`config.mk`:
```
export PLATFORM = sky130hd
export DESIGN_NAME = pr80_round
export DESIGN_NICKNAME = d
export VERILOG_FILES = /design/src/rtl/pr80_pkg.sv /design/src/rtl/pr80_round.sv
export SDC_FILE = /design/constraint.sdc
export NUM_CORES = 1
export LEC_CHECK = 0
export CORE_AREA = 2 2 114 116
export DETAILED_ROUTE_END_ITERATION = 8
export DIE_AREA = 0 0 116 118
export DONT_BUFFER_PORTS = 1
export PLACE_DENSITY = 0.67
export SYNTH_ARGS = -nofsm -noshare
export SYNTH_HDL_FRONTEND = slang
export SYNTH_SLANG_ARGS = --single-unit
export TNS_END_PERCENT = 50
```
`constraint.sdc`:
```
create_clock -name clock -period 1.2 [get_ports clock]
set_input_delay 0 -clock clock [delete_from_list [all_inputs] [get_ports clock]]
set_output_delay 0 -clock clock [all_outputs]
set_load 0.05 [all_outputs]
```
`src/rtl/pr80_pkg.sv`:
```
// PRESENT-80 encryption package: widths, S-box, bit permutation, key schedule step.
// Standalone; used by every module of the block.
package pr80_pkg;

   localparam int unsigned BLOCK_W     = 64;
   localparam int unsigned KEY_W       = 80;
   localparam int unsigned KEY_LOW_W   = 64;
   localparam int unsigned KEY_HIGH_W  = 16;
   localparam int unsigned RC_W        = 5;
   localparam int unsigned ROUND_COUNT = 31;
   localparam int unsigned CSR_DATA_W  = 64;
   localparam int unsigned CSR_ADDR_W  = 4;

   // register index, taken from paddr[3] (8-byte spacing)
   localparam logic REG_KEY_LOW  = 1'b0;
   localparam logic REG_KEY_HIGH = 1'b1;

   typedef logic [BLOCK_W-1:0] block_type;
   typedef logic [KEY_W-1:0]   key_type;

   function automatic logic [3:0] sbox(input logic [3:0] x);
      logic [3:0] y;
      case (x)
         4'h0: y = 4'hC;
         4'h1: y = 4'h5;
         4'h2: y = 4'h6;
         4'h3: y = 4'hB;
         4'h4: y = 4'h9;
         4'h5: y = 4'h0;
         4'h6: y = 4'hA;
         4'h7: y = 4'hD;
         4'h8: y = 4'h3;
         4'h9: y = 4'hE;
         4'hA: y = 4'hF;
         4'hB: y = 4'h8;
         4'hC: y = 4'h4;
         4'hD: y = 4'h7;
         4'hE: y = 4'h1;
         4'hF: y = 4'h2;
         default: y = 4'h0;
      endcase
      return y;
   endfunction

   function automatic block_type sub_layer(input block_type s);
      block_type r;
      for (int n = 0; n < BLOCK_W / 4; n++) begin
         r[4*n +: 4] = sbox(s[4*n +: 4]);
      end
      return r;
   endfunction

   // bit i moves to i/4 + 16*(i%4)
   function automatic block_type perm_layer(input block_type s);
      block_type r;
      for (int i = 0; i < BLOCK_W; i++) begin
         r[i / 4 + (BLOCK_W / 4) * (i % 4)] = s[i];
      end
      return r;
   endfunction

   // rotate left 61, S-box on top nibble, round counter into bits 19..15
   function automatic key_type key_step(input key_type k, input logic [RC_W-1:0] rc);
      key_type r;
      r = {k[18:0], k[KEY_W-1:19]};
      r[KEY_W-1 -: 4] = sbox(r[KEY_W-1 -: 4]);
      r[19:15] = r[19:15] ^ rc;
      return r;
   endfunction

   function automatic block_type round_key(input key_type k);
      return k[KEY_W-1 -: BLOCK_W];
   endfunction

endpackage

```
`src/rtl/pr80_round.sv`:
```
// One PRESENT-80 round as a pipeline stage: round key add, S-box, permutation, key step.
// Depends on pr80_pkg.
module pr80_round (
   input  logic                          clock,
   input  logic                          reset,
   input  logic [pr80_pkg::RC_W-1:0]     round_cnt,
   input  logic                          vld_in,
   input  pr80_pkg::block_type           state_in,
   input  pr80_pkg::key_type             key_in,
   output logic                          vld_out,
   output pr80_pkg::block_type           blk_out,
   output pr80_pkg::key_type             key_out
);

   logic                vld_ff,   vld_in_d;
   pr80_pkg::block_type state_ff, state_in_d;
   pr80_pkg::key_type   key_ff,   key_in_d;

   assign vld_in_d   = vld_in;
   assign state_in_d = pr80_pkg::perm_layer(pr80_pkg::sub_layer(
                          state_in ^ pr80_pkg::round_key(key_in)));
   assign key_in_d   = pr80_pkg::key_step(key_in, round_cnt);

   always_ff @(posedge clock) begin
      if (reset) begin
         vld_ff <= 1'b0;
      end else begin
         vld_ff <= vld_in_d;
      end
   end

   // payload needs no reset
   always_ff @(posedge clock) begin
      state_ff <= state_in_d;
      key_ff   <= key_in_d;
   end

   assign vld_out = vld_ff;
   assign blk_out = state_ff;
   assign key_out = key_ff;

endmodule
```
==> impl_metrics.ini, run 1 <==
[hold_path]
hold_path_depth = 1
hp-class = input pin to register

[route]
routed_wl_mm = 16.2
num_vias = 4517
drtIter0Drc = 196
ant_nets = 0
firstDrtPassIters = 4
routed_via_density = 5.04
drcViolationCount = 0
wl_per_cell_um = 18.1

[setup_path]
crit_start = key_in[70]
startpoint_type = input pin
endpoint = blk_out[45]$_DFF_P_
cp.arrival_ns = 1.45
critPathKind = input pin to register
critical_path_depth = 3
cp_cell_sequence = dlygate4sd3_1 -> xnor2_1 -> mux4_1
cp-end-kind = register
worstPathRequired_ns = 1.48
slowest_stage = mux4_1
critical_path_peak_fanout = 2
critPathMaxStageDelay_ns = 0.59
crit_family = multiplexers
critPathBufInv = 1

[placement]
io_buffers = 0
gp_congestion = 0.825
dp_hpwl_mm = 10.7
placed_cell_area_um2 = 6910

[global_routing]
antenna_found_initial = 0
grt_overflow_total = 0
grt_pass1_wl_mm = 24.9
grt_pass1_vias = 4988
grt_max_degree = 17
grt_usage = 0.237

[clock_network]
clockBufferDepth = 2
clk_pin_slew_ns = 0.06
cts_sinks = 145
htreeDepth = 4
cts_tree = yes
cts_buffers = 17
cts_root_buf = clkbuf_16

[power_and_ir_drop]
power_uw = 15900
seq_power_share = 0.522
internal_power_uw = 10000
clockPowerShare = 0.301
swShare = 0.368
ir_drop_mv = 0.981
power_leakage_uw = 0.00396
power.density_nw_per_um2 = 1790
p_sw_uw = 5830
power_frac_comb = 0.177

[die]
ios = 297
die_x_um = 116
initial_core_util = 0.498
rows = 41
die_y_um = 118
core_um2 = 12400
die-area_um2 = 13700

[yosys]
synth_xor_area_frac = 0.146
synth_cell_types = 30
synth_mux_area_frac = 0.152
avgSynthCellArea_um2 = 12.5
synthArstFlopShare = 0
synth_edf_count = 0
synth_common_cells = dfxtp_1 (145), inv_1 (65), ha_1 (53), xnor2_1 (46), mux2i_1 (45)
ys_seq_elements = 145
synth.top_cell.area_share = 0.469
yosys_warnings = 0
synth.most_common_cell = dfxtp_1
syn-num-nets = 699
syn_area_um2 = 6190
yosys-top-cells-area = dfxtp_1 (47%), ha_1 (11%), mux2i_1 (7.3%)
synth_flop_cell = dfxtp_1
synth-seq-area-share = 0.469
yosys.area.top_type = dfxtp_1
synth-simple-area-share = 0.0206
synthCells = 494
synth_compound_area_frac = 0.0625
synth_fa_ha_area_frac = 0.107
synth_top_family_by_area = multiplexers

[sta]
holdWs_ns = -0.181
setup_viol = 0
report.final.slew_viol_count = 0
timing.final.hold_violations = 1
worst_pin_slew_ns = 0.557
maxSlewHeadroom = 0.628
fin_crit_ns = 1.17
fin_crit_sh = 0.973
fmax_mhz = 856

[run_status]
failed_checks = hold timing
status = complete, but fails checks

[finish]
multi_input_area_um2 = 3090
area_delta_synth_final_pct = 43.1
fin_area_um2 = 8860
n_fill_cell = 844
antennaDiodeCount = 0
regArea_um2 = 2900
fin_nets = 920
drive_above_1_share = 0.203

[run]
maxCapViolations = 0
[cell type report]
class	count	area share
multi-input cells	282	0.349
clock inverters	6	0.00678
repair buffers	204	0.212
inverters	65	0.0276
clock buffers	23	0.0528
well taps	172	0.0243
flip-flops and latches	145	0.328
[through the flow]
stage	setup slack, ns	utilization	instances	hold slack (ns)	TNS (ns)
after CTS	0.000737	0.707	891	-0.198	0
after floorplan	-0.00890	-	494	0.0277	-0.0331
after global routing	-0.00269	0.713	897	-0.196	-0.00269
final	0.0318	0.713	897	-0.181	0
after global placement	-0.0395	0.556	728	0.0278	-0.0684
after detailed placement	-0.0761	0.556	728	0.0278	-0.515
[layer usage]
layer | vias up | routed length, µm | GRT usage
met3 | 44 | 1320 | 0.0762
met5 | - | 0 | 0
met1 | 2142 | 5470 | 0.222
li1 | 2120 | - | -
met4 | 0 | 500 | 0.112
met2 | 211 | 8910 | 0.450
[layout by cell type, fill, tap and decap left out, types with 2 or more instances in the layout]
cell type / n
mux2i_1: 45
mux2_2: 3
xor2_2: 16
xnor2_4: 2
dlygate4sd3_1: 133
clkbuf_1: 4
o211ai_1: 13
nand3_1: 14
o21a_1: 2
clkinv_2: 3
xor2_1: 23
dfxtp_1: 145
inv_1: 65
xnor2_2: 5
nor2_1: 2
ha_1: 53
xnor2_1: 40
clkbuf_8: 2
o21ai_0: 18
buf_4: 69
mux4_1: 7
dlymetal6s4s_1: 2
clkinvlp_4: 2
mux4_2: 12
clkbuf_16: 17
nand2_1: 3
o221a_2: 13
nor2b_1: 2
[logic make-up (layout without fill, tap and decap cells)]
| logic type | count (synthesis) | count (layout) |
|---|---|---|
| flip-flops | 145 | 145 |
| XOR/XNOR | 87 | 87 |
| AND/OR/NAND/NOR | 25 | 25 |
| AO/OA/AOI/OAI | 50 | 50 |
| buffers and inverters | 67 | 298 |
| multiplexers | 67 | 67 |
| adder cells (fa/ha/maj) | 53 | 53 |
[flip-flops by register name, summed over array words and instances, names as in the netlist]
| register | flops |
|---|---|
| blk_out | 64 |
| vld_out | 1 |
| key_out | 80 |
[worst min-delay path by stage]
stage          slack (ns)        from                   to
2_1_floorplan        0.03  key_in[19]   key_out[0]$_DFF_P_
3_3_place_gp         0.03  key_in[11]  key_out[72]$_DFF_P_
3_5_place_dp         0.03   key_in[9]  key_out[70]$_DFF_P_
4_1_cts             -0.20  key_in[16]  key_out[77]$_DFF_P_
5_1_grt             -0.20  key_in[16]  key_out[77]$_DFF_P_
6_report            -0.18  key_in[16]  key_out[77]$_DFF_P_
[timing repair]
item                                   4_1_cts  5_1_grt
gates resized for setup                      0        7
endpoints found under the hold margin      130        2
setup endpoints to repair                    0       10
buffers inserted                             0        5
hold buffers                               134        1
[power groups by stage]
stage	Combinational, µW	Clock (µW)	Sequential [µW]
2_1_floorplan	1600	0	8200
3_3_place_gp	2160	0	8390
3_5_place_dp	2260	0	8380
4_1_cts	2730	4860	8290
5_1_grt	3090	5060	8330
6_report	2800	4780	8280
No activity file was read; power rests on OpenSTA's default activity.
==> run 2, diff against run 1 <==
Settings changed: HOLD_SLACK_MARGIN set to 0.05.
==> run 2 against run 1 <==
Net effect: the flow still finishes with violations (hold timing); sequential share of layout area fell by 0.51 points; maximum frequency rose by 0.66%; count of clock-buffer cells in the layout did not move; non-clock buffer count rose by 13; global-route usage barely moved; sequential cell count did not move; worst setup slack improved by 0.0076 ns; power rose by 0.60%; hold slack barely moved; final cell count rose by 1.6%; sequential power barely moved; critical endpoint unchanged; highest routed layer unchanged.
==> impl_metrics.ini, run 2 (synthesized netlist as in run 1, its figures left out) <==
[run_status]
status = complete, but fails checks
failed_checks = hold timing

[route]
num_vias = 4543
drtIter0Drc = 275
firstDrtPassIters = 4
routed_wl_mm = 16.4
drcViolationCount = 0
routed_via_density = 4.99
wl_per_cell_um = 18.1
ant_nets = 0

[setup_path]
worstPathRequired_ns = 1.49
slowest_stage = dlygate4sd3_1
crit_family = buffers and inverters
startpoint_type = input pin
critPathKind = input pin to register
critical_path_peak_fanout = 2
cp_cell_sequence = dlygate4sd3_1 -> xnor2_1 -> mux4_1
cp.arrival_ns = 1.45
critPathMaxStageDelay_ns = 0.58
critPathBufInv = 1
cp-end-kind = register

[placement]
placed_cells = 728
place_ws_ns = -0.0761
dp_hpwl_mm = 10.7
io_buffers = 0
gp_congestion = 0.825

[finish]
largest_reg_flops = 80
regArea_um2 = 2900
n_fill_cell = 811
multi_input_area_um2 = 3100
area_delta_synth_final_pct = 45.4
drive_above_1_share = 0.196
layout_common_cells = dlygate4sd3_1 (147), dfxtp_1 (145), buf_4 (68)
fin_cells = 911
final_common_cell = dlygate4sd3_1
utilization = 0.725
fin_nets = 933

[global_routing]
grt_overflow_total = 0
grt_usage = 0.236
antenna_found_initial = 0
grt_pass1_vias = 4996
grt_max_degree = 17
grt_pass1_wl_mm = 24.7

[sta]
fin_crit_sh = 0.967
setup_viol = 0
fin_crit_ns = 1.16
maxSlewHeadroom = 0.620
timing.final.hold_violations = 1
report.final.slew_viol_count = 0
fmax_mhz = 862
worst_pin_slew_ns = 0.569
holdWs_ns = -0.180
setup_slack_ns = 0.0395
setup_tns_ns = 0

[clock_network]
cts_tree = yes
cts_buffers = 17
htreeDepth = 4
cts_sinks = 145
clockBufferDepth = 2
clk_pin_slew_ns = 0.06
cts_root_buf = clkbuf_16

[die]
initial_core_util = 0.498
core_um2 = 12400
rows = 41
ios = 297
die_x_um = 116
die-area_um2 = 13700
die_y_um = 118

[power_and_ir_drop]
power_leakage_uw = 0.00402
power.density_nw_per_um2 = 1770
ir_drop_mv = 1.00

[hold_path]
min_from = key_in[16]
hold_path_depth = 1
whs_endpoint = key_out[77]$_DFF_P_
hp-class = input pin to register

[run]
maxCapViolations = 0
-- run 2: cell type report --
cell class / instances / share of cell area
Antenna cell: 1 / 0.000278
Inverter: 65 / 0.0271
Timing Repair Buffer: 217 / 0.223
Clock inverter: 6 / 0.00668
Tap cell: 172 / 0.0239
Clock buffer: 23 / 0.0520
Sequential cell: 145 / 0.323
Multi-Input combinational cell: 282 / 0.344
-- run 2: per-stage QoR --
stage,total power [µW],area [µm²]
2_1_floorplan,9800,6230
3_3_place_gp,10500,6910
3_5_place_dp,10600,6910
4_1_cts,15900,8900
5_1_grt,16600,8990
6_report,16000,8990
-- run 2: where the power goes --
group / switching (µW) / internal, µW / total [µW]
sequential: 2770 / 5510 / 8280
combinational: 1230 / 1660 / 2890
clock: 1880 / 2910 / 4790
total: 5870 / 10100 / 16000
-- run 2: worst max path at each step --
| stage | from | endpoint | slack (ns) | cells past startpoint |
|---|---|---|---|---|
| floorplan | key_in[17] | blk_out[32]$_DFF_P_ | -0.009 | 5 |
| global placement | key_in[73] | blk_out[46]$_DFF_P_ | -0.04 | 4 |
| detailed placement | key_in[25] | blk_out[34]$_DFF_P_ | -0.08 | 4 |
| CTS | key_in[55] | blk_out[41]$_DFF_P_ | 0.0007 | 3 |
| global route | state_in[39] | blk_out[41]$_DFF_P_ | -0.006 | 3 |
| finish | key_in[70] | blk_out[45]$_DFF_P_ | 0.04 | 3 |
-- run 2: repair_timing --
| action | 4_1_cts | 5_1_grt |
|---|---|---|
| endpoints found under the setup margin | 0 | 12 |
| gates resized for setup | 0 | 6 |
| hold buffers | 146 | 4 |
| hold endpoints to repair | 143 | 4 |
| setup buffers | 0 | 4 |
-- run 2: metal layers --
layer | global-route usage | vias to the layer above | part of all wire
met1 | 0.218 | 2135 | 0.33
li1 | - | 2146 | -
met2 | 0.454 | 216 | 0.56
met3 | 0.0716 | 46 | 0.072
met4 | 0.118 | 0 | 0.033
met5 | 0 | - | 0
==> run 3, diff against run 2 <==
Settings changed: PLACE_DENSITY 0.67 to not set.
Clock period 1.2 ns to 1.15 ns, I/O delays scaled along.
==> run 3 against run 2 <==
Net effect: the run still ends with hold timing left; global-route usage is 0.65 points lower; combinational power increased by 12%; largest power group unchanged; count of clock-buffer cells in the layout decreased by 3; hold slack improved by 0.027 ns.
==> impl_metrics.ini, run 3 (synthesized netlist as in run 1, its figures left out) <==
[route]
wl_per_cell_um = 16.9
routed_wl_mm = 15.6
firstDrtPassIters = 4
drcViolationCount = 0
num_vias = 4583
routed_via_density = 4.95
ant_nets = 0
drtIter0Drc = 176

[finish]
fin_nets = 945
largest_reg_flops = 80
layout_common_cells = dlygate4sd3_1 (153), dfxtp_1 (145), buf_4 (76)
drive_above_1_share = 0.223
utilization = 0.749
area_delta_synth_final_pct = 50.2
final_common_cell = dlygate4sd3_1

[power_and_ir_drop]
power_uw = 17600
power.density_nw_per_um2 = 1900
clockPowerShare = 0.333
power_frac_comb = 0.184
seq_power_share = 0.483
internal_power_uw = 11500
swShare = 0.349
p_sw_uw = 6160
power_leakage_uw = 0.00414
ir_drop_mv = 0.991

[hold_path]
whs_endpoint = blk_out[57]$_DFF_P_
hold_path_depth = 2
min_from = state_in[39]
hp-class = input pin to register

[sta]
timing.final.hold_violations = 3
holdWs_ns = -0.153
setup_tns_ns = 0
fmax_mhz = 887
maxSlewHeadroom = 0.620
report.final.slew_viol_count = 0
setup_viol = 0
worst_pin_slew_ns = 0.569
fin_crit_ns = 1.13
fin_crit_sh = 0.980

[global_routing]
grt_usage = 0.230
grt_max_degree = 17
grt_overflow_total = 0
grt_pass1_vias = 4983
grt_pass1_wl_mm = 24.0
antenna_found_initial = 1

[setup_path]
critPathKind = input pin to register
critical_path_peak_fanout = 6
cp-end-kind = register
worstPathRequired_ns = 1.44
cp.arrival_ns = 1.42
startpoint_type = input pin

[die]
die_x_um = 116
core_um2 = 12400
die_y_um = 118
die-area_um2 = 13700
rows = 41
initial_core_util = 0.498
ios = 297

[clock_network]
cts_buffers = 17
cts_root_buf = clkbuf_16
cts_tree = yes
cts_sinks = 145
clk_pin_slew_ns = 0.06
clockBufferDepth = 2
htreeDepth = 4

[run]
maxCapViolations = 0

[placement]
dp_hpwl_mm = 10.8
io_buffers = 0
gp_congestion = 0.772

[run_status]
status = complete, but fails checks
failed_checks = hold timing
==> run 3: cell count changes in the layout (fill, tap and decap cells not counted), moves of 3 or more <==
cell | before | now
xor2_2 | 16 | 21
dlygate4sd3_1 | 147 | 153
xnor2_2 | 5 | 8
bufinv_16 | 1 | 5
xnor2_1 | 40 | 37
xor2_1 | 23 | 17
buf_4 | 68 | 76
==> run 3: how the worst max path moves through the flow <==
stage | from | endpoint | slack [ns] | cells past startpoint
after floorplan | key_in[17] | blk_out[32]$_DFF_P_ | -0.06 | 5
after global placement | key_in[73] | blk_out[46]$_DFF_P_ | -0.12 | 4
after detailed placement | key_in[73] | blk_out[46]$_DFF_P_ | -0.16 | 4
after CTS | key_in[55] | blk_out[41]$_DFF_P_ | 0.02 | 3
after global routing | state_in[2] | blk_out[32]$_DFF_P_ | -0.01 | 3
final | state_in[2] | blk_out[32]$_DFF_P_ | 0.02 | 3
==> run 3: area by class of cell <==
| cell class | instances | area (µm²) |
|---|---|---|
| antenna | 1 | 2.50 |
| clock buffer | 20 | 447 |
| clock inverter | 11 | 186 |
| fill | 849 | 3120 |
| inverter | 65 | 244 |
| multi-input combinational | 282 | 3190 |
| sequential | 145 | 2900 |
| tap | 172 | 215 |
| timing repair buffer | 229 | 2100 |
==> run 3: stage by stage <==
stage          area [µm²]  hold slack (ns)  cells  setup WS, ns
6_report             9290           -0.153    925        0.0226
3_3_place_gp         7050           0.0278    738        -0.116
2_1_floorplan        6300           0.0277    494       -0.0589
4_1_cts              9210           -0.412    921        0.0243
5_1_grt              9290           -0.116    925       -0.0141
3_5_place_dp         7050           0.0278    738        -0.160
==> run 3: worst max-delay path: stages <==
cell	delay [ns]
dlygate4sd3_1	0.61
xnor2_4	0.28
mux4_2	0.52
==> run 3: metal layers <==
| metal | GRT usage | routed length [µm] | vias up |
|---|---|---|---|
| met1 | 0.218 | 5380 | 2156 |
| met2 | 0.418 | 8240 | 215 |
| met4 | 0.118 | 539 | 0 |
| met5 | 0 | 0 | - |
| li1 | - | - | 2172 |
| met3 | 0.0906 | 1480 | 40 |
==> run 3: what timing repair did <==
action | 4_1_cts | 5_1_grt
setup endpoints to repair | 0 | 10
resized for setup | 0 | 8
setup buffers | 0 | 2
hold buffers | 152 | 2
endpoints found under the hold margin | 142 | 10
==> run 3: power groups by stage <==
stage               clock network (µW)  logic, µW  registers, µW
CTS                               5980       3180           8530
detailed placement                   0       2600           8630
floorplan                            0       1680           8560
finish                            5880       3240           8520
global route                      6220       3570           8570
global placement                     0       2510           8640
