<file path="src/rtl/pr80_pkg.sv">
// PRESENT-80 encryption package: widths, S-box, bit permutation, key schedule step.
// Standalone; used by every module of the block.
package pr80_pkg;

   localparam int unsigned BLOCK_W     = 64;
   localparam int unsigned KEY_W       = 80;
   localparam int unsigned KEY_LOW_W   = 64;
   localparam int unsigned KEY_HIGH_W  = 16;
   localparam int unsigned RC_W        = 5;
   localparam int unsigned ROUND_COUNT = 31;
   localparam int unsigned CSR_DATA_W  = 64;
   localparam int unsigned CSR_ADDR_W  = 4;

   // register index, taken from paddr[3] (8-byte spacing)
   localparam logic REG_KEY_LOW  = 1'b0;
   localparam logic REG_KEY_HIGH = 1'b1;

   typedef logic [BLOCK_W-1:0] block_type;
   typedef logic [KEY_W-1:0]   key_type;

   function automatic logic [3:0] sbox(input logic [3:0] x);
      logic [3:0] y;
      case (x)
         4'h0: y = 4'hC;
         4'h1: y = 4'h5;
         4'h2: y = 4'h6;
         4'h3: y = 4'hB;
         4'h4: y = 4'h9;
         4'h5: y = 4'h0;
         4'h6: y = 4'hA;
         4'h7: y = 4'hD;
         4'h8: y = 4'h3;
         4'h9: y = 4'hE;
         4'hA: y = 4'hF;
         4'hB: y = 4'h8;
         4'hC: y = 4'h4;
         4'hD: y = 4'h7;
         4'hE: y = 4'h1;
         4'hF: y = 4'h2;
         default: y = 4'h0;
      endcase
      return y;
   endfunction

   function automatic block_type sub_layer(input block_type s);
      block_type r;
      for (int n = 0; n < BLOCK_W / 4; n++) begin
         r[4*n +: 4] = sbox(s[4*n +: 4]);
      end
      return r;
   endfunction

   // bit i moves to i/4 + 16*(i%4)
   function automatic block_type perm_layer(input block_type s);
      block_type r;
      for (int i = 0; i < BLOCK_W; i++) begin
         r[i / 4 + (BLOCK_W / 4) * (i % 4)] = s[i];
      end
      return r;
   endfunction

   // rotate left 61, S-box on top nibble, round counter into bits 19..15
   function automatic key_type key_step(input key_type k, input logic [RC_W-1:0] rc);
      key_type r;
      r = {k[18:0], k[KEY_W-1:19]};
      r[KEY_W-1 -: 4] = sbox(r[KEY_W-1 -: 4]);
      r[19:15] = r[19:15] ^ rc;
      return r;
   endfunction

   function automatic block_type round_key(input key_type k);
      return k[KEY_W-1 -: BLOCK_W];
   endfunction

endpackage

</file>
<file path="src/rtl/pr80_csr.sv">
// PRESENT-80 key registers behind an APB-style port.
// Depends on pr80_pkg.
module pr80_csr (
   input  logic                                clock,
   input  logic                                reset,
   input  logic                                psel,
   input  logic                                penable,
   input  logic                                pwrite,
   input  logic [pr80_pkg::CSR_ADDR_W-1:0]     paddr,
   input  logic [pr80_pkg::CSR_DATA_W-1:0]     pwdata,
   output logic [pr80_pkg::CSR_DATA_W-1:0]     prdata,
   output logic                                pready,
   output pr80_pkg::key_type                   key
);

   logic [pr80_pkg::KEY_LOW_W-1:0]  key_low_ff,  key_low_in;
   logic [pr80_pkg::KEY_HIGH_W-1:0] key_high_ff, key_high_in;
   logic                            wr_en;

   assign pready = 1'b1;
   assign wr_en  = psel && penable && pwrite;

   always_comb begin
      key_low_in  = key_low_ff;
      key_high_in = key_high_ff;
      if (wr_en) begin
         case (paddr[3])
            pr80_pkg::REG_KEY_LOW:  key_low_in  = pwdata;
            pr80_pkg::REG_KEY_HIGH: key_high_in = pwdata[pr80_pkg::KEY_HIGH_W-1:0];
            default: ;
         endcase
      end
   end

   always_ff @(posedge clock) begin
      if (reset) begin
         key_low_ff  <= '0;
         key_high_ff <= '0;
      end else begin
         key_low_ff  <= key_low_in;
         key_high_ff <= key_high_in;
      end
   end

   // reads off the register grid return zero
   always_comb begin
      prdata = '0;
      if (paddr[2:0] == 3'd0) begin
         case (paddr[3])
            pr80_pkg::REG_KEY_LOW:  prdata = key_low_ff;
            pr80_pkg::REG_KEY_HIGH:
               prdata = {{(pr80_pkg::CSR_DATA_W-pr80_pkg::KEY_HIGH_W){1'b0}}, key_high_ff};
            default: prdata = '0;
         endcase
      end
   end

   assign key = {key_high_ff, key_low_ff};

endmodule

</file>
<file path="config.mk">
export PLATFORM = sky130hd
export DESIGN_NAME = pr80_csr
export DESIGN_NICKNAME = d
export VERILOG_FILES = /design/src/rtl/pr80_pkg.sv /design/src/rtl/pr80_csr.sv
export SDC_FILE = /design/constraint.sdc
export NUM_CORES = 1
export LEC_CHECK = 0
export ABC_AREA = 1
export BUFFER_PORTS_ARGS = -buffer_cell sky130_fd_sc_hd__buf_2
export CELL_PAD_IN_SITES_DETAIL_PLACEMENT = 1
export CELL_PAD_IN_SITES_GLOBAL_PLACEMENT = 2
export CORE_MARGIN = 4
export CORE_UTILIZATION = 23
export CTS_CLUSTER_DIAMETER = 150
export DETAILED_ROUTE_END_ITERATION = 12
export GPL_TIMING_DRIVEN = 0
export PLACE_DENSITY_LB_ADDON = 0.1
export SETUP_SLACK_MARGIN = 0.05
export SYNTH_ARGS = -nofsm -noshare
export SYNTH_HDL_FRONTEND = slang
export SYNTH_SLANG_ARGS = --single-unit
</file>
<file path="constraint.sdc">
create_clock -name clock -period 1.45 [get_ports clock]
set_input_delay 0.145 -clock clock [delete_from_list [all_inputs] [get_ports clock]]
set_output_delay 0.145 -clock clock [all_outputs]
set_load 0.02 [all_outputs]
</file>
==> results.py, run 1 <==
metrics = {
    "logic_synthesis": {
        "synth_adder_area_share_pct": 0,
        "synth_area_um2": 4123,
        "netlist_instances": 668,
        "synth_compound_area_share_pct": 1.942,
        "synth_edf_count": 0,
        "yosysWarnings": 0,
        "synth_xor_area_share_pct": 0,
        "synth.area.mux_share_pct": 0,
        "yosysTopAreaCellShare_pct": 38.85,
        "post_synth_num_cell_types": 17,
        "yosysSeqAreaShare_pct": 38.85,
        "syn-num-nets": 741,
        "ys_seq_elements": 80,
        "synth_area_leader_cell": "dfxtp_1",
        "synth_most_common_cell": "nor2_1",
        "ys_top_cells_by_count": "nor2_1 (209), nand2_1 (162), dfxtp_1 (80), nand3_1 (80), inv_1 (66)",
        "synth_simple_gate_area_share_pct": 44.76,
        "netlist_top_cells_area": "dfxtp_1 (39%), nor2_1 (19%), nand2_1 (15%), nand3_1 (9.7%), inv_1 (6.0%)",
        "synthArstFlopShare_pct": 0,
        "syn_area_per_cell_um2": 6.172,
        "synthFlopType": "dfxtp_1",
        "synth_top_family_by_area": "simple AND/OR/NAND/NOR gates",
    },
    "route": {
        "post-route-drc-count": 0,
        "wl_mm": 16.41,
        "routedWlPerCell_um": 14.57,
        "vias": 4801,
        "final_antenna_net_count": 0,
        "drt-pass1-iter-count": 4,
        "via_per_inst": 4.264,
        "first_iter_violations": 111,
    },
    "timing": {
        "skew_ns": 0,
        "drv_slew": 0,
        "post-route-period-util_pct": 88.54,
        "holdWs_ns": 0.1153,
        "hold_violations": 0,
        "fin_setup_tns_ns": 0,
        "worstMarginPinSlew_ns": 0.5145,
        "fmax_mhz": 778.9,
        "layout_setup_ws_ns": 0.1661,
        "post-route-min-period_ns": 1.284,
        "relSlewSlack_pct": 65.70,
        "rsz0062_at_grt": "false",
        "finalSetupViolCount": 0,
    },
    "worst_hold_path": {
        "min_path_type": "in2reg",
    },
    "power_and_ir_drop": {
        "internal_power_mw": 3.735,
        "switching_power_mw": 1.551,
        "powerDensity_nw_per_um2": 914.0,
        "leakage_nw": 3.083,
        "power.share.switching_pct": 29.35,
        "clockPowerShare_pct": 40.3,
        "seqPwrFrac_pct": 44.3,
        "combinationalPowerShare_pct": 15.5,
        "ir_drop_mv": 0.5278,
    },
    "clocking": {
        "insertion_delay_ns": 0.34,
        "cts.htree.levels": 3,
        "max-clock-path-buffers": 2,
        "cts-buffers-inserted": 9,
        "clk_transition_reported_paths_ns": 0.06,
        "cts_sinks": 80,
        "cts_root_buffer": "clkbuf_16",
        "cts_tree": "yes",
        "hold_buffers": 0,
    },
    "worst_setup_path": {
        "start_kind": "flip-flop",
        "cp-end-kind": "primary output",
        "crit_type": "reg2out",
        "cp_slowest_cell": "dfxtp_1",
        "cpLargestDelayFamily": "flip-flops",
        "cp.required_ns": 1.31,
        "cp.arrival_ns": 1.14,
        "cp_num_buf_inv": 1,
        "path_cells": "nand2_1, a21oi_1, buf_2",
        "max_stage_delay_ns": 0.39,
        "worstPathMaxFanout": 3,
    },
    "floorplanning": {
        "die-height_um": 141.9,
        "initial_core_util_pct": 23.67,
        "coreArea_um2": 17420,
        "fp-row-count": 48,
        "io_pins": 218,
        "fp.dieW_um": 141.9,
        "die-area_um2": 20130,
    },
    "status": {
        "status": "finished clean",
    },
    "final_layout": {
        "fin_util_pct": 33.20,
        "final_net_count": 968,
        "drive_gt1_share_pct": 30.67,
        "area_growth_pct": 40.27,
        "fin_area_um2": 5783,
    },
    "global_routing": {
        "antenna_found_initial": 1,
        "grt_pass1_wl_mm": 26.28,
        "grt_use_total_pct": 16.42,
        "grt_pass1_vias": 5068,
        "grt_overflow": 0,
        "grt_max_degree": 15,
    },
    "job": {
        "maxCapViolCount": 0,
    },
    "place": {
        "dpl_cell_area_um2": 5480,
        "portBuffers": 215,
        "gp_congestion": 0.7851,
        "dp_hpwl_mm": 13.01,
        "dp_slack_ns": -0.2785,
    },
}
==> area by class of cell <==
| cell class | instances | area, µm² |
|---|---|---|
| Inverter | 68 | 257.7 |
| Antenna cell | 1 | 2.502 |
| Timing Repair Buffer | 216 | 1084 |
| Tap cell | 225 | 281.5 |
| Clock inverter | 7 | 48.80 |
| Sequential cell | 80 | 1602 |
| Buffer | 48 | 345.3 |
| Fill cell | 2330 | 11630 |
| Multi-Input combinational cell | 472 | 1937 |
| Clock buffer | 9 | 225.2 |
==> repair_timing <==
action                                  4_1_cts  5_1_grt
buffers inserted                              0        1
resized for setup                             7        4
endpoints found under the setup margin       60       34
pin swaps                                     0        0
==> cells in the final DEF (no fill, tap or decap), drive strengths merged <==
master,instances
nand3,81
conb,1
buf,257
nand2,162
dfxtp,80
diode,1
clkinv,6
clkinvlp,1
inv,68
nor2,212
clkbuf,16
a21oi,16
==> power by group through the flow <==
stage          clock network (mW)  logic (mW)  registers (mW)
6_report                     2.13       0.817            2.34
5_1_grt                      2.31       0.920            2.35
4_1_cts                      2.21       0.835            2.34
3_5_place_dp                    0       0.829            2.39
3_3_place_gp                    0       0.814            2.39
2_1_floorplan                   0       0.413            2.47
==> state kept, by name, indices dropped and copies added, names as in the netlist <==
name,cells
key_high_ff,16
key_low_ff,64
==> logic make-up after synthesis <==
family,after synthesis
flops,80
simple gates,455
buf+inv,116
other cells,1
compound gates,16
==> worst min-delay path, cell delays in order <==
cell	delay, ns
buf_2	0.07
inv_1	0.03
nand3_1	0.06
nand2_1	0.05
nor2_1	0.07
==> through the flow <==
| step | total power, mW | instances |
|---|---|---|
| floorplan | 2.882 | 668 |
| global placement | 3.203 | 1108 |
| detailed placement | 3.221 | 1108 |
| CTS | 5.391 | 1124 |
| global route | 5.580 | 1126 |
| finish | 5.286 | 1126 |
==> path summary, 6_finish.rpt <==
check,start,to,slack [ns],cells past startpoint
worst max-delay path,key_high_ff[15]$_SDFFE_PP0P_,prdata[15],0.17,3
worst min-delay path,pwdata[56],key_low_ff[56]$_SDFFE_PP0P_,0.12,5
worst max register to register,key_low_ff[62]$_SDFFE_PP0P_,key_low_ff[62]$_SDFFE_PP0P_,0.81,2
worst min register to register,key_low_ff[48]$_SDFFE_PP0P_,key_low_ff[48]$_SDFFE_PP0P_,0.50,2
==> metal layers <==
metal  global-route usage [%]  vias to the layer above  wire length, µm
met1                    19.74                     2190             7122
met2                    29.76                      140             8089
li1                         -                     2460                -
met3                    3.876                       11              994
met5                        0                        -                0
met4                    3.384                        0              199
Power figures use the tool's default switching activity.
==> run 2: changes to the inputs <==
Settings changed: CORE_UTILIZATION 23 to 22, HOLD_SLACK_MARGIN set to 0.15, TNS_END_PERCENT set to 1.
Clock period 1.45 ns to 1.31 ns, I/O delays scaled along.
==> results.py, run 2 (same netlist as run 1, synthesis figures left out) <==
metrics = {
    "final_layout": {
        "insertedDiodeCount": 0,
        "multi_input_area_um2": 1947,
        "area_growth_pct": 59.33,
        "final_net_count": 1031,
        "mostFrequentLayoutCells": "buf_2 (210), nor2_1 (208), nand2_1 (161)",
        "top_register": "key_low_ff",
        "reg.largest.list": "key_low_ff x64, key_high_ff x16",
        "layout_commonest_cell": "buf_2",
        "largest_register_ffs": 64,
        "drive_gt1_share_pct": 31.98,
        "fin_util_pct": 36.08,
        "n_fill_cell": 2355,
        "seqCellArea_um2": 1635,
    },
    "power_and_ir_drop": {
        "ir_drop_mv": 0.5396,
        "powerDensity_nw_per_um2": 957.9,
        "clockPowerShare_pct": 41.7,
        "seqPwrFrac_pct": 41.2,
        "leakage_nw": 3.385,
        "switching_power_mw": 1.766,
        "combinationalPowerShare_pct": 17.1,
        "internal_power_mw": 4.527,
        "power.share.switching_pct": 28.06,
    },
    "worst_setup_path": {
        "worstPathMaxFanout": 10,
        "crit_top_cell": "buf_4",
        "crit_type": "in2out",
        "cpLargestDelayFamily": "buffers and inverters",
        "path_cells": "buf_6, inv_4, buf_4, buf_4, nand2_1, nor2_1, buf_2",
        "start_kind": "input pin",
        "cp_num_buf_inv": 5,
        "cp.required_ns": 1.18,
        "cp-end-kind": "primary output",
        "cp.arrival_ns": 1.07,
        "cp_slowest_cell": "buf_4",
        "max_stage_delay_ns": 0.19,
    },
    "clocking": {
        "cts_root_buffer": "clkbuf_16",
        "cts_tree": "yes",
        "cts.htree.levels": 3,
        "clk_transition_reported_paths_ns": 0.07,
        "max-clock-path-buffers": 2,
        "cts_sinks": 80,
        "insertion_delay_ns": 0.34,
        "cts-buffers-inserted": 9,
    },
    "job": {
        "maxCapViolCount": 0,
    },
    "route": {
        "post-route-drc-count": 0,
        "first_iter_violations": 129,
        "final_antenna_net_count": 0,
        "routedWlPerCell_um": 14.59,
        "via_per_inst": 4.241,
        "wl_mm": 17.39,
        "drt-pass1-iter-count": 6,
        "vias": 5055,
    },
    "place": {
        "dp_hpwl_mm": 13.19,
        "gp_congestion": 0.7759,
        "dp_slack_ns": -0.4036,
        "portBuffers": 215,
    },
    "global_routing": {
        "gr-usage-met1_pct": 20.65,
        "grt_max_degree": 15,
        "grt_use_total_pct": 16.45,
        "grt_busiest_layer": "met2",
        "grt_use_met2_pct": 29.61,
        "antenna_found_initial": 0,
        "grt_pass1_wl_mm": 27.14,
        "grt_pass1_vias": 5354,
        "grt_overflow": 0,
        "use_met3_pct": 2.366,
    },
    "timing": {
        "finalSetupViolCount": 0,
        "rsz0062_at_grt": "true",
        "post-route-period-util_pct": 91.86,
        "skew_ns": 0,
        "relSlewSlack_pct": 66.55,
        "fmax_mhz": 831.0,
        "hold_violations": 0,
        "drv_slew": 0,
        "worstMarginPinSlew_ns": 0.5018,
        "holdWs_ns": 0.1626,
        "post-route-min-period_ns": 1.203,
        "layout_setup_ws_ns": 0.1067,
    },
    "floorplanning": {
        "coreArea_um2": 18210,
        "initial_core_util_pct": 22.64,
        "fp-row-count": 49,
        "die-height_um": 144.9,
        "io_pins": 218,
        "fp.dieW_um": 144.9,
        "die-area_um2": 20990,
    },
    "worst_hold_path": {
        "min_path_type": "in2reg",
    },
    "status": {
        "status": "finished clean",
    },
}
-- run 2: changes by cell type in the layout (fill, tap and decap cells not counted), moves of 3 or more --
| cell | before | now |
|---|---|---|
| dlygate4sd3_1 | 0 | 63 |
| buf_2 | 224 | 210 |
| clkbuf_8 | 0 | 3 |
| buf_6 | 15 | 20 |
| buf_4 | 9 | 18 |
| dfxtp_1 | 80 | 53 |
| dfxtp_2 | 0 | 27 |
-- run 2: worst min-delay path, cell delays in order --
cell,delay (ns)
buf_2,0.08
inv_1,0.05
nand3_1,0.08
nand2_1,0.05
nor2_1,0.07
-- run 2: area by class of cell --
type / instances / share of cell area, %
Clock buffer: 10 / 3.638
Clock inverter: 6 / 1.029
Buffer: 48 / 5.829
Tap cell: 229 / 4.362
Inverter: 68 / 3.924
Sequential cell: 80 / 24.90
Multi-Input combinational cell: 472 / 29.64
Timing Repair Buffer: 279 / 26.69
-- run 2: what timing repair did --
action	4_1_cts	5_1_grt
endpoints found under the setup margin	64	61
setup buffers	0	1
hold buffers	63	0
pin swaps	0	2
endpoints found under the hold margin	69	0
gates resized for setup	19	46
-- run 2: per-stage QoR --
stage | std cells | total power, mW | area, µm² | TNS (ns)
after floorplan | 668 | 3.190 | 4123 | 0
after global placement | 1112 | 3.548 | 5485 | -14.82
after detailed placement | 1112 | 3.572 | 5485 | -17.34
after CTS | 1191 | 6.412 | 6472 | 0
after global routing | 1192 | 6.656 | 6569 | 0
final | 1192 | 6.292 | 6569 | 0
-- run 2: path summary, 6_finish.rpt --
check,startpoint,endpoint,slack [ns],cells after the start
setup / recovery,paddr[3],prdata[51],0.11,7
hold / removal,pwdata[3],key_low_ff[3]$_SDFFE_PP0P_,0.16,5
setup reg to reg,key_low_ff[16]$_SDFFE_PP0P_,key_low_ff[16]$_SDFFE_PP0P_,0.68,2
hold reg to reg,key_high_ff[13]$_SDFFE_PP0P_,key_high_ff[13]$_SDFFE_PP0P_,0.50,2
-- run 2: power by group through the flow --
stage,clock [mW],combinational (mW),sequential [mW]
floorplan,0,0.457,2.73
global placement,0,0.904,2.64
detailed placement,0,0.925,2.65
CTS,2.73,1.09,2.59
global route,2.84,1.21,2.61
finish,2.62,1.08,2.59
-- run 2: metal layers --
metal	share of wire, %	up-vias
met4	0.63	0
li1	-	2577
met1	46	2337
met5	0	-
met3	4.2	6
met2	49	135
==> run 3: changes to the inputs <==
Settings changed: ABC_AREA 1 to unset, CORE_UTILIZATION 22 to 23.
Clock period 1.31 ns to 1.05 ns, I/O delays scaled along.
==> results.py, run 3 <==
metrics = {
    "final_layout": {
        "final_net_count": 792,
        "mostFrequentLayoutCells": "nand2b_1 (144), buf_2 (121), mux2i_1 (86)",
        "area_growth_pct": 80.30,
        "top_register": "key_low_ff",
        "largest_register_ffs": 64,
        "reg.largest.list": "key_low_ff x64, key_high_ff x16",
        "drive_gt1_share_pct": 51.59,
        "layout_commonest_cell": "nand2b_1",
        "fin_cells": 948,
        "insertedDiodeCount": 0,
    },
    "clocking": {
        "cts_root_buffer": "clkbuf_16",
        "cts.htree.levels": 3,
        "clk_transition_reported_paths_ns": 0.06,
        "cts_sinks": 80,
        "max-clock-path-buffers": 2,
        "cts_tree": "yes",
        "insertion_delay_ns": 0.34,
        "cts-buffers-inserted": 9,
    },
    "global_routing": {
        "grt_use_total_pct": 15.05,
        "grt_max_degree": 13,
        "antenna_found_initial": 0,
        "grt_pass1_wl_mm": 24.22,
        "grt_overflow": 0,
        "grt_pass1_vias": 4443,
    },
    "timing": {
        "drv_slew": 0,
        "fmax_mhz": 756.5,
        "rsz0062_at_grt": "true",
        "post-route-period-util_pct": 125.9,
        "holdWs_ns": 0.2561,
        "layout_setup_ws_ns": -0.2719,
        "hold_violations": 0,
        "skew_ns": 0,
        "post-route-min-period_ns": 1.322,
        "finalSetupViolCount": 64,
    },
    "logic_synthesis": {
        "post_synth_num_cell_types": 15,
        "ys_seq_elements": 80,
        "netlist_instances": 423,
        "ys_top_cells_by_count": "nand2b_1 (144), mux2i_1 (96), dfxtp_1 (80)",
        "netlist_top_cells_area": "dfxtp_1 (39%), mux2i_1 (23%), nand2b_1 (22%), and2_1 (7.3%), buf_8 (2.2%)",
        "synth_most_common_cell": "nand2b_1",
        "syn-num-nets": 496,
        "yosysTopAreaCellShare_pct": 38.96,
        "synthArstFlopShare_pct": 0,
        "synth_area_um2": 4110,
        "synth_area_leader_cell": "dfxtp_1",
        "yosysWarnings": 0,
        "synthFlopType": "dfxtp_1",
        "syn_area_per_cell_um2": 9.717,
        "synth_edf_count": 0,
        "yosysSeqAreaShare_pct": 38.96,
    },
    "floorplanning": {
        "fp.dieW_um": 141.7,
        "initial_core_util_pct": 23.60,
        "die-area_um2": 20070,
        "coreArea_um2": 17420,
        "fp-row-count": 48,
        "die-height_um": 141.7,
        "io_pins": 218,
    },
    "power_and_ir_drop": {
        "power.share.switching_pct": 23.64,
        "leakage_nw": 3.281,
        "seqPwrFrac_pct": 40.9,
        "powerDensity_nw_per_um2": 1046,
        "combinationalPowerShare_pct": 14.2,
        "ir_drop_mv": 0.6933,
        "switching_power_mw": 1.832,
        "clockPowerShare_pct": 44.9,
        "internal_power_mw": 5.919,
    },
    "worst_setup_path": {
        "worstPathMaxFanout": 5,
        "start_kind": "input pin",
        "crit_type": "in2out",
        "r2r-start": "key_high_ff[5]$_SDFFE_PP0P_",
        "r2r_cells": 2,
        "cp.required_ns": 0.94,
        "ff2ff_setup_slack_ns": 0.41,
        "cp.arrival_ns": 1.22,
        "cp-end-kind": "primary output",
        "r2r_end": "key_high_ff[5]$_SDFFE_PP0P_",
    },
    "worst_hold_path": {
        "holdPathEnd": "key_high_ff[0]$_SDFFE_PP0P_",
        "min_delay_path_depth": 3,
        "worstHoldStart": "pwrite",
        "min_path_type": "in2reg",
    },
    "job": {
        "maxCapViolCount": 0,
    },
    "route": {
        "post-route-drc-count": 0,
        "via_per_inst": 4.181,
        "final_antenna_net_count": 0,
        "vias": 3964,
        "wl_mm": 15.26,
        "first_iter_violations": 78,
        "drt-pass1-iter-count": 4,
        "routedWlPerCell_um": 16.09,
    },
    "status": {
        "violations": "setup timing",
        "status": "finished, violations left",
    },
    "place": {
        "portBuffers": 214,
        "dp_hpwl_mm": 10.95,
        "gp_congestion": 0.7537,
        "dp.cells": 862,
    },
}
-- run 3: cell count changes after synthesis, moves of 3 or more --
| cell | change |
|---|---|
| inv_1 | -66 |
| nor2_1 | -193 |
| mux2i_1 | +96 |
| and2_1 | +48 |
| a21oi_1 | -16 |
| nand3_1 | -80 |
| buf_6 | -13 |
| buf_2 | -6 |
| buf_1 | -9 |
| nand2b_1 | +144 |
| clkbuf_1 | +11 |
| buf_4 | -3 |
| nand2_1 | -162 |
| buf_8 | +6 |
-- run 3: kinds of logic after synthesis --
kind of cell           share of synthesized area, %
and+or+nand+nor                               31.90
DFF                                           38.97
other                                       0.09124
buffers and inverters                         5.662
muxes                                         23.38
-- run 3: worst max path at each step --
stage	start	to	slack (ns)	cells after the start
2_1_floorplan	paddr[2]	prdata[10]	-0.04	4
3_3_place_gp	reset	key_low_ff[10]$_SDFFE_PP0P_	-0.65	5
3_5_place_dp	reset	key_low_ff[6]$_SDFFE_PP0P_	-0.70	5
4_1_cts	paddr[1]	prdata[21]	-0.28	8
5_1_grt	paddr[1]	prdata[21]	-0.33	8
6_report	paddr[1]	prdata[19]	-0.27	8
-- run 3: critical path, cell delays in order --
cell and delay, ns:
buf_8 0.10, nor4_4 0.24, buf_4 0.18, buf_12 0.14
buf_12 0.10, buf_12 0.10, and2_4 0.14, buf_6 0.11
-- run 3: per-stage QoR --
step | TNS, ns | util [%] | setup slack, ns | area, µm² | power (mW)
after floorplan | -0.4069 | - | -0.04069 | 4257 | 3.708
after global routing | -15.14 | 42.55 | -0.3337 | 7411 | 8.110
after detailed placement | -67.49 | 32.21 | -0.7015 | 5609 | 4.056
final | -11.69 | 42.55 | -0.2719 | 7411 | 7.751
after global placement | -62.06 | 32.21 | -0.6510 | 5609 | 4.037
after CTS | -12.69 | 41.60 | -0.2793 | 7246 | 7.870
-- run 3: metal layers --
metal  share of wire [%]  vias to the layer above  global-route usage, %
li1                    -                     1947                      -
met1                  44                     1870                  19.34
met2                  49                      132                  25.81
met3                 5.4                       15                  2.595
met4                 1.4                        0                  4.495
met5                   0                        -                      0
-- run 3: layout make-up --
type / count / area (µm²)
Fill cell: 1962 / 10010
Clock buffer: 12 / 256.5
Sequential cell: 80 / 1657
Buffer: 33 / 321.6
Timing Repair Buffer: 286 / 2292
Clock inverter: 3 / 65.06
Multi-Input combinational cell: 309 / 2537
Tap cell: 225 / 281.5
-- run 3: power by group through the flow --
stage / sequential (mW) / clock [mW] / combinational [mW]
after detailed placement: 3.23 / 0 / 0.829
after global routing: 3.18 / 3.73 / 1.20
after CTS: 3.17 / 3.60 / 1.10
after floorplan: 3.29 / 0 / 0.413
final: 3.17 / 3.48 / 1.10
after global placement: 3.22 / 0 / 0.813
-- run 3: timing repair --
item | 4_1_cts | 5_1_grt
hold buffers | 64 | 0
pin swaps | 15 | 3
resized for setup | 202 | 67
hold endpoints to repair | 80 | 0
buffers inserted | 6 | 0
cloned | 2 | 0
endpoints found under the setup margin | 171 | 127
